File: config.mk
export PLATFORM = sky130hd
export DESIGN_NAME = utf8_arabic_form_normalizer
export DESIGN_NICKNAME = d
export VERILOG_FILES = /design/src/hdl/ufn_pkg.sv /design/src/hdl/utf8_arabic_form_normalizer.sv /design/src/hdl/ufn_decoder.sv /design/src/hdl/ufn_out_buf.sv
export SDC_FILE = /design/constraint.sdc
export NUM_CORES = 1
export LEC_CHECK = 0
export ABC_CLOCK_PERIOD_IN_PS = 15700
export BUFFER_PORTS_ARGS = -buffer_cell sky130_fd_sc_hd__buf_2
export CAP_MARGIN = 30
export CORE_AREA = 2 2 119 121
export DETAILED_ROUTE_END_ITERATION = 12
export DIE_AREA = 0 0 121 123
export HOLD_SLACK_MARGIN = 0.08
export MAX_ROUTING_LAYER = met4
export PLACE_DENSITY_LB_ADDON = 0.1
export RECOVER_POWER = 50
export SYNTH_ARGS = -nofsm -noshare
export SYNTH_HDL_FRONTEND = slang
export SYNTH_HIERARCHICAL = 1
export SYNTH_SLANG_ARGS = --single-unit
export TNS_END_PERCENT = 10
File: constraint.sdc
create_clock -name clock -period 15.7 [get_ports clock]
set_clock_uncertainty 0.2 [all_clocks]
set_input_delay 3.14 -clock clock [delete_from_list [all_inputs] [get_ports clock]]
set_output_delay 3.14 -clock clock [all_outputs]
set_load 0.005 [all_outputs]
File: src/hdl/ufn_pkg.sv
`default_nettype none
// ----------------------------------------------------------------------------
// ufn_pkg
// Shared types, code point constants and the mapping and encoding functions
// of the Arabic word-form normaliser.
// ----------------------------------------------------------------------------
package ufn_pkg;

   localparam int unsigned CP_W      = 21;
   localparam int unsigned MAX_ITEMS = 4;
   localparam int unsigned CNT_W     = 3;

   localparam logic [1:0] VER_TWO   = 2'd2;
   localparam logic [1:0] VER_RESET = 2'd3;

   localparam logic [CP_W-1:0] CP_QUESTION   = 21'h00003F;
   localparam logic [CP_W-1:0] CP_SPACE      = 21'h000020;
   localparam logic [CP_W-1:0] CP_SPACE_V2   = 21'h000001;
   localparam logic [CP_W-1:0] CP_NBSP       = 21'h0000A0;
   localparam logic [CP_W-1:0] CP_TATWEEL    = 21'h000640;
   localparam logic [CP_W-1:0] CP_HARAKA_LO  = 21'h00064B;
   localparam logic [CP_W-1:0] CP_HARAKA_HI  = 21'h000657;
   localparam logic [CP_W-1:0] CP_SUP_ALEF   = 21'h000670;
   localparam logic [CP_W-1:0] CP_ALEF_MADDA = 21'h000622;
   localparam logic [CP_W-1:0] CP_ALEF_HAMZA = 21'h000623;
   localparam logic [CP_W-1:0] CP_ALEF_BELOW = 21'h000625;
   localparam logic [CP_W-1:0] CP_ALEF_WASLA = 21'h000671;
   localparam logic [CP_W-1:0] CP_ALEF       = 21'h000627;
   localparam logic [CP_W-1:0] CP_WAW_HAMZA  = 21'h000624;
   localparam logic [CP_W-1:0] CP_WAW        = 21'h000648;
   localparam logic [CP_W-1:0] CP_YEH_HAMZA  = 21'h000626;
   localparam logic [CP_W-1:0] CP_FARSI_YEH  = 21'h0006CC;
   localparam logic [CP_W-1:0] CP_YEH        = 21'h00064A;
   localparam logic [CP_W-1:0] CP_KEHEH      = 21'h0006A9;
   localparam logic [CP_W-1:0] CP_SWASH_KAF  = 21'h0006AA;
   localparam logic [CP_W-1:0] CP_KAF        = 21'h000643;

   typedef struct packed {
      logic [7:0] in_byte;
      logic       last_byte;
   } req_type;

   typedef struct packed {
      logic [7:0] out_byte;
      logic       byte_valid;
      logic       form_end;
   } rsp_type;

   // Results of one word, handed from the decoder to the output buffer
   typedef struct packed {
      logic [CNT_W-1:0]              cnt;
      rsp_type [MAX_ITEMS-1:0]       items;
   } batch_type;

   typedef struct packed {
      logic            drop;
      logic [CP_W-1:0] cp;
   } map_type;

   typedef struct packed {
      logic [CNT_W-1:0]      len;
      logic [3:0][7:0]       bytes;
   } enc_type;

   function automatic map_type map_code(input logic [CP_W-1:0] cp,
                                        input logic [1:0] ver);
      map_type m;
      m.drop = 1'b0;
      m.cp   = cp;
      if (cp inside {CP_TATWEEL, [CP_HARAKA_LO:CP_HARAKA_HI], CP_SUP_ALEF}) begin
         m.drop = 1'b1;
      end else if (cp inside {CP_ALEF_MADDA, CP_ALEF_HAMZA, CP_ALEF_BELOW,
                              CP_ALEF_WASLA}) begin
         m.cp = CP_ALEF;
      end else if (cp == CP_WAW_HAMZA) begin
         m.cp = CP_WAW;
      end else if (cp inside {CP_YEH_HAMZA, CP_FARSI_YEH}) begin
         m.cp = CP_YEH;
      end else if (cp inside {CP_KEHEH, CP_SWASH_KAF}) begin
         m.cp = CP_KAF;
      end else if (cp == CP_SPACE) begin
         m.cp = (ver == VER_TWO) ? CP_SPACE_V2 : CP_NBSP;
      end
      return m;
   endfunction

   function automatic enc_type encode(input logic [CP_W-1:0] cp);
      enc_type e;
      e.bytes = '0;
      if (cp < 21'h80) begin
         e.len      = 3'd1;
         e.bytes[0] = cp[7:0];
      end else if (cp < 21'h800) begin
         e.len      = 3'd2;
         e.bytes[0] = {3'b110, cp[10:6]};
         e.bytes[1] = {2'b10, cp[5:0]};
      end else if (cp < 21'h10000) begin
         e.len      = 3'd3;
         e.bytes[0] = {4'b1110, cp[15:12]};
         e.bytes[1] = {2'b10, cp[11:6]};
         e.bytes[2] = {2'b10, cp[5:0]};
      end else begin
         e.len      = 3'd4;
         e.bytes[0] = {5'b11110, cp[20:18]};
         e.bytes[1] = {2'b10, cp[17:12]};
         e.bytes[2] = {2'b10, cp[11:6]};
         e.bytes[3] = {2'b10, cp[5:0]};
      end
      return e;
   endfunction

endpackage
`default_nettype wire

File: src/hdl/utf8_arabic_form_normalizer.sv
`default_nettype none
// ----------------------------------------------------------------------------
// utf8_arabic_form_normalizer
// Normalises the UTF-8 bytes of Arabic word forms, one byte per word.
// ----------------------------------------------------------------------------
// Usage:
//   req_* carries one input byte with its last-byte flag per word; the word
//   is taken when req_valid is high and req_stall low. rsp_* returns output
//   bytes (or a bare end marker) under the same valid/stall rule; form_end
//   flags the final word of each form.
//   csr_wr_en writes csr_wr_data into the format version register; write it
//   only while the block is empty. Versions 0 and 1 pass bytes through, versions
//   2 and 3 decode, drop harakat and tatweel, and fold letter variants.
// Timing:
//   An accepted byte waits in the input register, where decoding and
//   re-encoding happen in a single pass, then moves to the result register
//   that drives rsp_*. Sustained rate is one byte per cycle while rsp_stall
//   is low and each byte yields at most one result; a byte that yields more
//   (up to four) holds the result register until its one read port drains it.
// Reset:
//   Synchronous, active high. Clears the decoder, empties both registers and
//   sets the format version to 3.
// Stall:
//   While rsp_stall is high the current result holds; the input register
//   still takes one more byte, then req_stall rises until the result drains.
// ----------------------------------------------------------------------------
module utf8_arabic_form_normalizer (
   input  wire logic             clock,
   input  wire logic             reset,
   input  wire logic             req_valid,
   output logic                  req_stall,
   input  wire ufn_pkg::req_type req_payload,
   output logic                  rsp_valid,
   input  wire logic             rsp_stall,
   output ufn_pkg::rsp_type      rsp_payload,
   input  wire logic             csr_wr_en,
   input  wire logic [1:0]       csr_wr_data
);

   logic               in_valid_ff, in_valid_in;
   ufn_pkg::req_type   in_word_ff;
   logic [1:0]         version_ff;
   logic               buf_free;
   logic               advance;
   logic               accept;
   ufn_pkg::batch_type batch;

   // Advance the held byte into the result register once the buffer frees up
   assign advance   = in_valid_ff && buf_free;
   assign req_stall = in_valid_ff && !buf_free;
   assign accept    = req_valid && !req_stall;

   always_comb begin
      in_valid_in = in_valid_ff;
      if (advance) in_valid_in = 1'b0;
      if (accept)  in_valid_in = 1'b1;
   end

   always_ff @(posedge clock) begin
      if (accept) begin
         in_word_ff <= req_payload;
      end
      if (reset) begin
         in_valid_ff <= 1'b0;
         version_ff  <= ufn_pkg::VER_RESET;
      end else begin
         in_valid_ff <= in_valid_in;
         if (csr_wr_en) begin
            version_ff <= csr_wr_data;
         end
      end
   end

   ufn_decoder u_decoder (
      .clock   (clock),
      .reset   (reset),
      .advance (advance),
      .word_in (in_word_ff),
      .version (version_ff),
      .batch   (batch)
   );

   ufn_out_buf u_out_buf (
      .clock       (clock),
      .reset       (reset),
      .load        (advance),
      .batch       (batch),
      .free        (buf_free),
      .rsp_valid   (rsp_valid),
      .rsp_stall   (rsp_stall),
      .rsp_payload (rsp_payload)
   );

endmodule
`default_nettype wire

File: src/hdl/ufn_decoder.sv
`default_nettype none
// ----------------------------------------------------------------------------
// ufn_decoder
// UTF-8 decoder state and single-pass mapping of one byte into up to four
// result items.
// ----------------------------------------------------------------------------
module ufn_decoder (
   input  wire logic              clock,
   input  wire logic              reset,
   input  wire logic              advance,
   input  wire ufn_pkg::req_type  word_in,
   input  wire logic [1:0]        version,
   output ufn_pkg::batch_type     batch
);

   typedef struct packed {
      logic                              seen;
      logic [ufn_pkg::CP_W-1:0]          first;
      logic [ufn_pkg::CNT_W-1:0]         cnt;
      logic [3:0][7:0]                   bytes;
   } work_type;

   logic [ufn_pkg::CP_W-1:0] acc_ff, acc_in;
   logic [1:0]               pend_ff, pend_in;
   logic [ufn_pkg::CP_W-1:0] first_ff, first_in;
   logic                     seen_ff, seen_in;
   logic                     emitted_ff, emitted_in;

   function automatic work_type append(input work_type w, input ufn_pkg::enc_type e);
      work_type r;
      logic [ufn_pkg::CNT_W-1:0] off;
      r = w;
      for (int i = 0; i < 4; i++) begin
         off = ufn_pkg::CNT_W'(i) - w.cnt;
         if (ufn_pkg::CNT_W'(i) >= w.cnt && off < e.len) begin
            r.bytes[i] = e.bytes[off[1:0]];
         end
      end
      r.cnt = w.cnt + e.len;
      return r;
   endfunction

   function automatic work_type handle(input work_type w,
                                       input logic [ufn_pkg::CP_W-1:0] cp,
                                       input logic [1:0] ver);
      work_type r;
      ufn_pkg::map_type m;
      r = w;
      if (!r.seen) begin
         r.seen  = 1'b1;
         r.first = cp;
      end
      m = ufn_pkg::map_code(cp, ver);
      if (!m.drop) begin
         r = append(r, ufn_pkg::encode(m.cp));
      end
      return r;
   endfunction

   always_comb begin
      work_type w;
      logic [7:0] b;
      logic has1, has2, has3, start;
      logic [ufn_pkg::CP_W-1:0] c2;

      b       = word_in.in_byte;
      acc_in  = acc_ff;
      pend_in = pend_ff;
      w.seen  = seen_ff;
      w.first = first_ff;
      w.cnt   = '0;
      w.bytes = '0;
      has1    = 1'b0;
      has2    = 1'b0;
      has3    = 1'b0;
      start   = 1'b1;
      c2      = ufn_pkg::CP_QUESTION;

      if (!version[1]) begin
         // version one and zero: pass the byte straight through
         w.cnt      = 3'd1;
         w.bytes[0] = b;
      end else begin
         if (pend_in != 2'd0) begin
            if (b[7:6] == 2'b10) begin
               acc_in  = {acc_in[ufn_pkg::CP_W-7:0], b[5:0]};
               pend_in = pend_in - 2'd1;
               start   = 1'b0;
               if (pend_in == 2'd0) begin
                  has2 = 1'b1;
                  c2   = acc_in;
               end
            end else begin
               pend_in = 2'd0;
               has1    = 1'b1;
            end
         end
         if (start) begin
            if (b < 8'h80) begin
               has2 = 1'b1;
               c2   = {13'd0, b};
            end else if (b < 8'hC0 || b >= 8'hF8) begin
               has2 = 1'b1;
               c2   = ufn_pkg::CP_QUESTION;
            end else if (b < 8'hE0) begin
               acc_in  = {16'd0, b[4:0]};
               pend_in = 2'd1;
            end else if (b < 8'hF0) begin
               acc_in  = {17'd0, b[3:0]};
               pend_in = 2'd2;
            end else begin
               acc_in  = {18'd0, b[2:0]};
               pend_in = 2'd3;
            end
         end
         if (word_in.last_byte && pend_in != 2'd0) begin
            pend_in = 2'd0;
            has3    = 1'b1;
         end
         if (has1) w = handle(w, ufn_pkg::CP_QUESTION, version);
         if (has2) w = handle(w, c2, version);
         if (has3) w = handle(w, ufn_pkg::CP_QUESTION, version);
         // everything dropped: fall back to the first original code point
         if (word_in.last_byte && !emitted_ff && w.cnt == 3'd0 && w.seen) begin
            w = append(w, ufn_pkg::encode(w.first));
         end
      end

      for (int i = 0; i < ufn_pkg::MAX_ITEMS; i++) begin
         batch.items[i].out_byte   = w.bytes[i];
         batch.items[i].byte_valid = 1'b1;
         batch.items[i].form_end   = word_in.last_byte &&
                                     (w.cnt == ufn_pkg::CNT_W'(i + 1));
      end
      batch.cnt = w.cnt;
      if (word_in.last_byte && w.cnt == 3'd0) begin
         batch.items[0] = '{out_byte: 8'h00, byte_valid: 1'b0, form_end: 1'b1};
         batch.cnt      = 3'd1;
      end

      first_in   = w.first;
      seen_in    = w.seen;
      emitted_in = emitted_ff || (w.cnt != 3'd0);
      if (word_in.last_byte) begin
         acc_in     = '0;
         pend_in    = 2'd0;
         first_in   = '0;
         seen_in    = 1'b0;
         emitted_in = 1'b0;
      end
   end

   always_ff @(posedge clock) begin
      if (reset) begin
         acc_ff     <= '0;
         pend_ff    <= 2'd0;
         first_ff   <= '0;
         seen_ff    <= 1'b0;
         emitted_ff <= 1'b0;
      end else if (advance) begin
         acc_ff     <= acc_in;
         pend_ff    <= pend_in;
         first_ff   <= first_in;
         seen_ff    <= seen_in;
         emitted_ff <= emitted_in;
      end
   end

endmodule
`default_nettype wire

File: src/hdl/ufn_out_buf.sv
`default_nettype none
// ----------------------------------------------------------------------------
// ufn_out_buf
// Result register holding up to four items of one word, drained one a cycle while rsp_stall is low.
// ----------------------------------------------------------------------------
module ufn_out_buf (
   input  wire logic                clock,
   input  wire logic                reset,
   input  wire logic                load,
   input  wire ufn_pkg::batch_type  batch,
   output logic                     free,
   output logic                     rsp_valid,
   input  wire logic                rsp_stall,
   output ufn_pkg::rsp_type         rsp_payload
);

   ufn_pkg::rsp_type [ufn_pkg::MAX_ITEMS-1:0] items_ff, items_in;
   logic [ufn_pkg::CNT_W-1:0] cnt_ff, cnt_in;
   logic [1:0]                idx_ff, idx_in;
   logic                      take;

   assign rsp_valid   = (cnt_ff != 3'd0);
   assign rsp_payload = items_ff[idx_ff];
   assign take        = rsp_valid && !rsp_stall;
   assign free        = (cnt_ff == 3'd0) || (take && cnt_ff == 3'd1);

   always_comb begin
      items_in = items_ff;
      cnt_in   = cnt_ff;
      idx_in   = idx_ff;
      if (take) begin
         cnt_in = cnt_ff - 3'd1;
         idx_in = idx_ff + 2'd1;
      end
      if (load) begin
         items_in = batch.items;
         cnt_in   = batch.cnt;
         idx_in   = 2'd0;
      end
   end

   always_ff @(posedge clock) begin
      items_ff <= items_in;
      idx_ff   <= idx_in;
      if (reset) begin
         cnt_ff <= '0;
      end else begin
         cnt_ff <= cnt_in;
      end
   end

endmodule
`default_nettype wire
# Word level (Yosys, flattened, before mapping)

Cells that the tools add are included.
W data, S select, Z words.

Reductions and logical operators: 50
Magnitude comparators: 51
$add $sub $neg: 18
Bitwise operators: 0
Multiplexer cells: 156
Divide/modulo/power cells: 0
Eq/ne operators: 19
Multipliers: 0
Shift operators: 0

Operator list:

| cell                   | count |
|---|---|
| $mux W21               | 26 |
| $mux W57               | 6 |
| $mux W8                | 37 |
| $eq A21 B11 Y1 const B | 11 |
| $mux W24               | 9 |
| $bmux W8 S2            | 12 |
| $mux W22               | 4 |
| $mux W35               | 2 |
| $mux W16               | 4 |
| $mux W3                | 19 |
| $lt A21 B12 Y1 const B | 2 |
| $lt A21 B17 Y1 const B | 2 |
| $lt A21 B8 Y1 const B  | 2 |
| $lt A2 B3 Y1 const B   | 13 |
| $lt A3 B3 Y1           | 12 |
| $lt A8 B8 Y1 const B   | 4 |
| $logic_and A1 B1 Y1    | 27 |
| $mux W1                | 22 |
| $mux W2                | 11 |
| $eq A21 B6 Y1 const B  | 1 |
| $ge A21 B11 Y1 const B | 1 |
| $le A21 B11 Y1 const B | 1 |
| $bmux W10 S2           | 1 |
| $ge A1 B3 Y1 const A   | 6 |
| 24 further kinds       | 59 |

Output and inout bits: 12
Memories: 0
Register bits after elaboration: 100
Bits of input ports: 16
Latch bits: 0
Bits in read-only memories: 0
Memory bits (writable): 0

# Longest topological paths before layout

Depth in word-level cells: 52
Gate-level depth with buffers: 26
Mapped depth without buffers: 23

# Modules after synthesis

Netlist, hierarchy kept.

By module, submodules not included:

| module                      | area each (µm²) | cells an instance | sequential area each (µm²) | instances |
|---|---|---|---|---|
| ufn_decoder                 | 5780.5          | 831               | 800.8                      | 1 |
| ufn_out_buf                 | 1735.4          | 88                | 1301.2                     | 1 |
| utf8_arabic_form_normalizer | 396.6           | 20                | 330.3                      | 1 |

# Worst setup path before layout

Ideal clock, no wire load.

Kind: input to output
Start: input rsp_stall
End: output req_stall
Data arrival time: 3535 ps
Slack: 8825 ps
Stages on the path: 4
Cell sequence: inv_1 -> a21oi_1 -> nor2_1 -> nor2b_4

Cells in the longest elaborated chain, start to end: 6

RTL lines:

| element             | line                              | source |
|---|---|---|
| start, declared     | utf8_arabic_form_normalizer.sv:34 | `input wire logic rsp_stall,` |
| $logic_not A1 Y1    | ufn_out_buf.sv:24                 | `assign take = rsp_valid && !rsp_stall;` |
| $logic_and A1 B1 Y1 | ufn_out_buf.sv:24                 |  |
| $logic_and A1 B1 Y1 | ufn_out_buf.sv:25                 | `assign free = (cnt_ff == 3'd0) \|\| (take && cnt_ff == 3'd1);` |
| $logic_or A1 B1 Y1  | ufn_out_buf.sv:25                 |  |
| via buf_free        | utf8_arabic_form_normalizer.sv:43 | `logic buf_free;` |
| $logic_not A1 Y1    | utf8_arabic_form_normalizer.sv:50 | `assign req_stall = in_valid_ff && !buf_free;` |
| $logic_and A1 B1 Y1 | utf8_arabic_form_normalizer.sv:50 |  |
| end, declared       | utf8_arabic_form_normalizer.sv:31 | `output logic req_stall,` |

The timed path passes the listed nets, and every way through them passes these cells.

# Worst setup path after layout

Same ends and word-level chain as after synthesis.

==> flow_metrics.env <==
export IMPL_status="complete, but fails checks"
export IMPL_violations="capacitance limit, slew limit"
export IMPL_power_mw=1.05
export IMPL_yosys_warnings=6
export IMPL_drc_errors=0
export IMPL_ys_seq_area_share_pct=30.7
export IMPL_initial_core_util_pct=58.1
export IMPL_diodes=0
export IMPL_fmax_ghz=0.136
export IMPL_drt_met1_wl_mm=10.7
export IMPL_met2WireLength_mm=12.5
export IMPL_grt_usage_pct=37.5
export IMPL_slew_limit_headroom_pct=-15.6
export IMPL_cp_end_kind="output port"
export IMPL_crit_arrival_ns=4.00
export IMPL_ys_types=103
export IMPL_clockBufferDepth=2
export IMPL_ir_drop_v=0.0000634
export IMPL_grt_ovfl_total=0
export IMPL_cp_start_kind="input port"
export IMPL_cts_setup_buffers=0
export IMPL_cts_tree="yes"
export IMPL_layout_nets=967
export IMPL_cts_buffers=9
export IMPL_syn_inst=939
export IMPL_ant_nets=0
export IMPL_fp_coreArea_sq_um=13600
export IMPL_hpwl_mm=20.2
export IMPL_synth_flop_cell="edfxtp_1"
export IMPL_cts_hold_buffers=0
export IMPL_hold_class="register to register"
export IMPL_syn_area_sq_um=7910
export IMPL_layout_common_cells="nor2_1 (105), nand2_1 (81), a21oi_1 (68), o21ai_0 (53), edfxtp_1 (49)"
export IMPL_path_max_fanout=6
export IMPL_cap_violations=1
export IMPL_wl_per_cell_um=24.6
export IMPL_grt_pass1_wl_mm=41.3
export IMPL_fp_dieH_um=123
export IMPL_num_vias=7972
export IMPL_grt_pass1_vias=7283
export IMPL_power_density_nw_per_um2=126
export IMPL_synth_edf_count=49
export IMPL_antenna_found_initial=0
export IMPL_vias_per_cell=7.20
export IMPL_finalSetupViolCount=0
export IMPL_rsz0062_at_grt="false"
export IMPL_highest_layer="met4"
export IMPL_fp_dieW_um=121
export IMPL_fp_row_count=43
export IMPL_first_pass_iters=6
export IMPL_wirelength_mm=27.2
export IMPL_layout_drive_gt1_share_pct=12.5
export IMPL_cts_resized_gates=0
export IMPL_period_minus_slack_ns=7.34
export IMPL_htree_levels=3
export IMPL_whs_ns=0.275
export IMPL_final_common_cell="nor2_1"
export IMPL_setup_tns_ns=0
export IMPL_numPortBuffers=27
export IMPL_clkSinkCount=97
export IMPL_dr_first_iter_drc_count=1242
export IMPL_cts_root_buffer_cell="clkbuf_16"
export IMPL_die_area_sq_um=14900
export IMPL_gp_congestion=1.10
export IMPL_maxSlewViolCount=34
export IMPL_path_clk_slew_ns=0.09
export IMPL_path_class="input port to output port"
export IMPL_min_period_over_period_pct=46.8
export IMPL_clkLatencyLatePin_ns=0.37
export IMPL_area_growth_syn_to_layout_pct=5.44
export IMPL_num_io_pins=28
export IMPL_cellLeakagePower_nw=2.93
export IMPL_avgSynthCellArea_sq_um=8.43
export IMPL_grt_max_degree=47
export IMPL_cp_data_required_time_ns=12.36
export IMPL_wl_met3_mm=2.59
export IMPL_async_flop_share_pct=0
export IMPL_hold_viol_final=0
export IMPL_ys_seq_elements=97
export IMPL_worst_pin_slew_ns=1.73
==> synthesized netlist by cell type (all sizes together), types with 13 or more instances <==
cell / count / share of area (%)
inv: 37 / 1.8
nand2: 81 / 3.8
a211oi: 13 / 1.2
a22oi: 37 / 3.6
nor2: 109 / 5.4
o22ai: 15 / 1.2
nor2b: 13 / 1.1
mux2i: 19 / 2.4
o21ai: 59 / 3.8
buf: 27 / 2.4
o211ai: 17 / 1.7
and2: 16 / 1.3
a21oi: 68 / 4.3
clkbuf: 46 / 2.2
nor3: 16 / 1.2
nor4: 14 / 1.3
nand3: 24 / 1.6
ha: 28 / 4.4
edfxtp: 49 / 19
dfxtp: 48 / 12
==> area by class of cell <==
class	count	area (sq um)
Clock buffer	9	225
Clock inverter	7	86.3
Fill cell	1233	5270
Inverter	37	144
Timing Repair Buffer	43	239
Multi-Input combinational cell	734	4990
Tap cell	180	225
Sequential cell	97	2430
==> kinds of logic (layout without fill, tap and decap cells) <==
kind of cell | Yosys count | after routing | share of synthesized area [%]
mux | 37 | 37 | 6.48
xor+xnor | 10 | 10 | 1.34
other cells | 1 | 3 | 0.0474
compound gates | 328 | 328 | 29.5
fa+ha+maj | 29 | 29 | 4.68
flops | 97 | 97 | 30.7
simple gates | 327 | 327 | 20.8
buf+inv | 110 | 96 | 6.44
==> layer usage <==
layer	vias to the layer above	global-route usage, %
met5	-	-
met4	0	18.3
met3	106	6.83
met2	524	57.8
met1	3815	47.7
li1	3527	-
==> critical path: stages <==
cell and delay [ns]:
clkbuf_1 0.17, inv_1 0.13, a21oi_1 0.18, nor2_1 0.11
nor2b_4 0.14, buf_2 0.12
==> power breakdown <==
part           switching (mW)  total, mW  internal [mW]
logic                   0.285      0.456          0.171
registers              0.0427      0.362          0.319
clock network           0.117      0.233          0.116
total                   0.444       1.05          0.607
==> registers in the layout (all words and copies together) (netlist names) <==
signal	count
u_decoder/pend_ff	2
u_decoder/emitted_ff	1
version_ff	2
u_out_buf/items_ff	40
u_out_buf/cnt_ff	3
u_decoder/acc_ff	15
u_decoder/first_ff	21
in_word_ff	9
in_valid_ff	1
u_decoder/seen_ff	1
u_out_buf/idx_ff	2
==> through the flow <==
step	area (sq um)	setup WS, ns	utilization (%)	instances
finish	8340	8.36	61.3	1107
global route	8340	8.25	61.3	1107
CTS	8370	8.38	61.5	1107
detailed placement	8060	8.39	59.2	1091
global placement	8040	8.41	59.0	1089
floorplan	7920	8.82	-	941
==> worst paths after layout <==
check | from | to | slack, ns | cells after the start
max | rsp_stall | req_stall | 8.36 | 6
min | u_decoder/emitted_ff | u_decoder/emitted_ff | 0.27 | 2
max reg2reg | u_decoder/pend_ff[0] | u_out_buf/items_ff[4] | 8.66 | 21
min reg2reg | u_decoder/emitted_ff | u_decoder/emitted_ff | 0.27 | 2
Note: power is estimated with default switching activity, not from simulation.
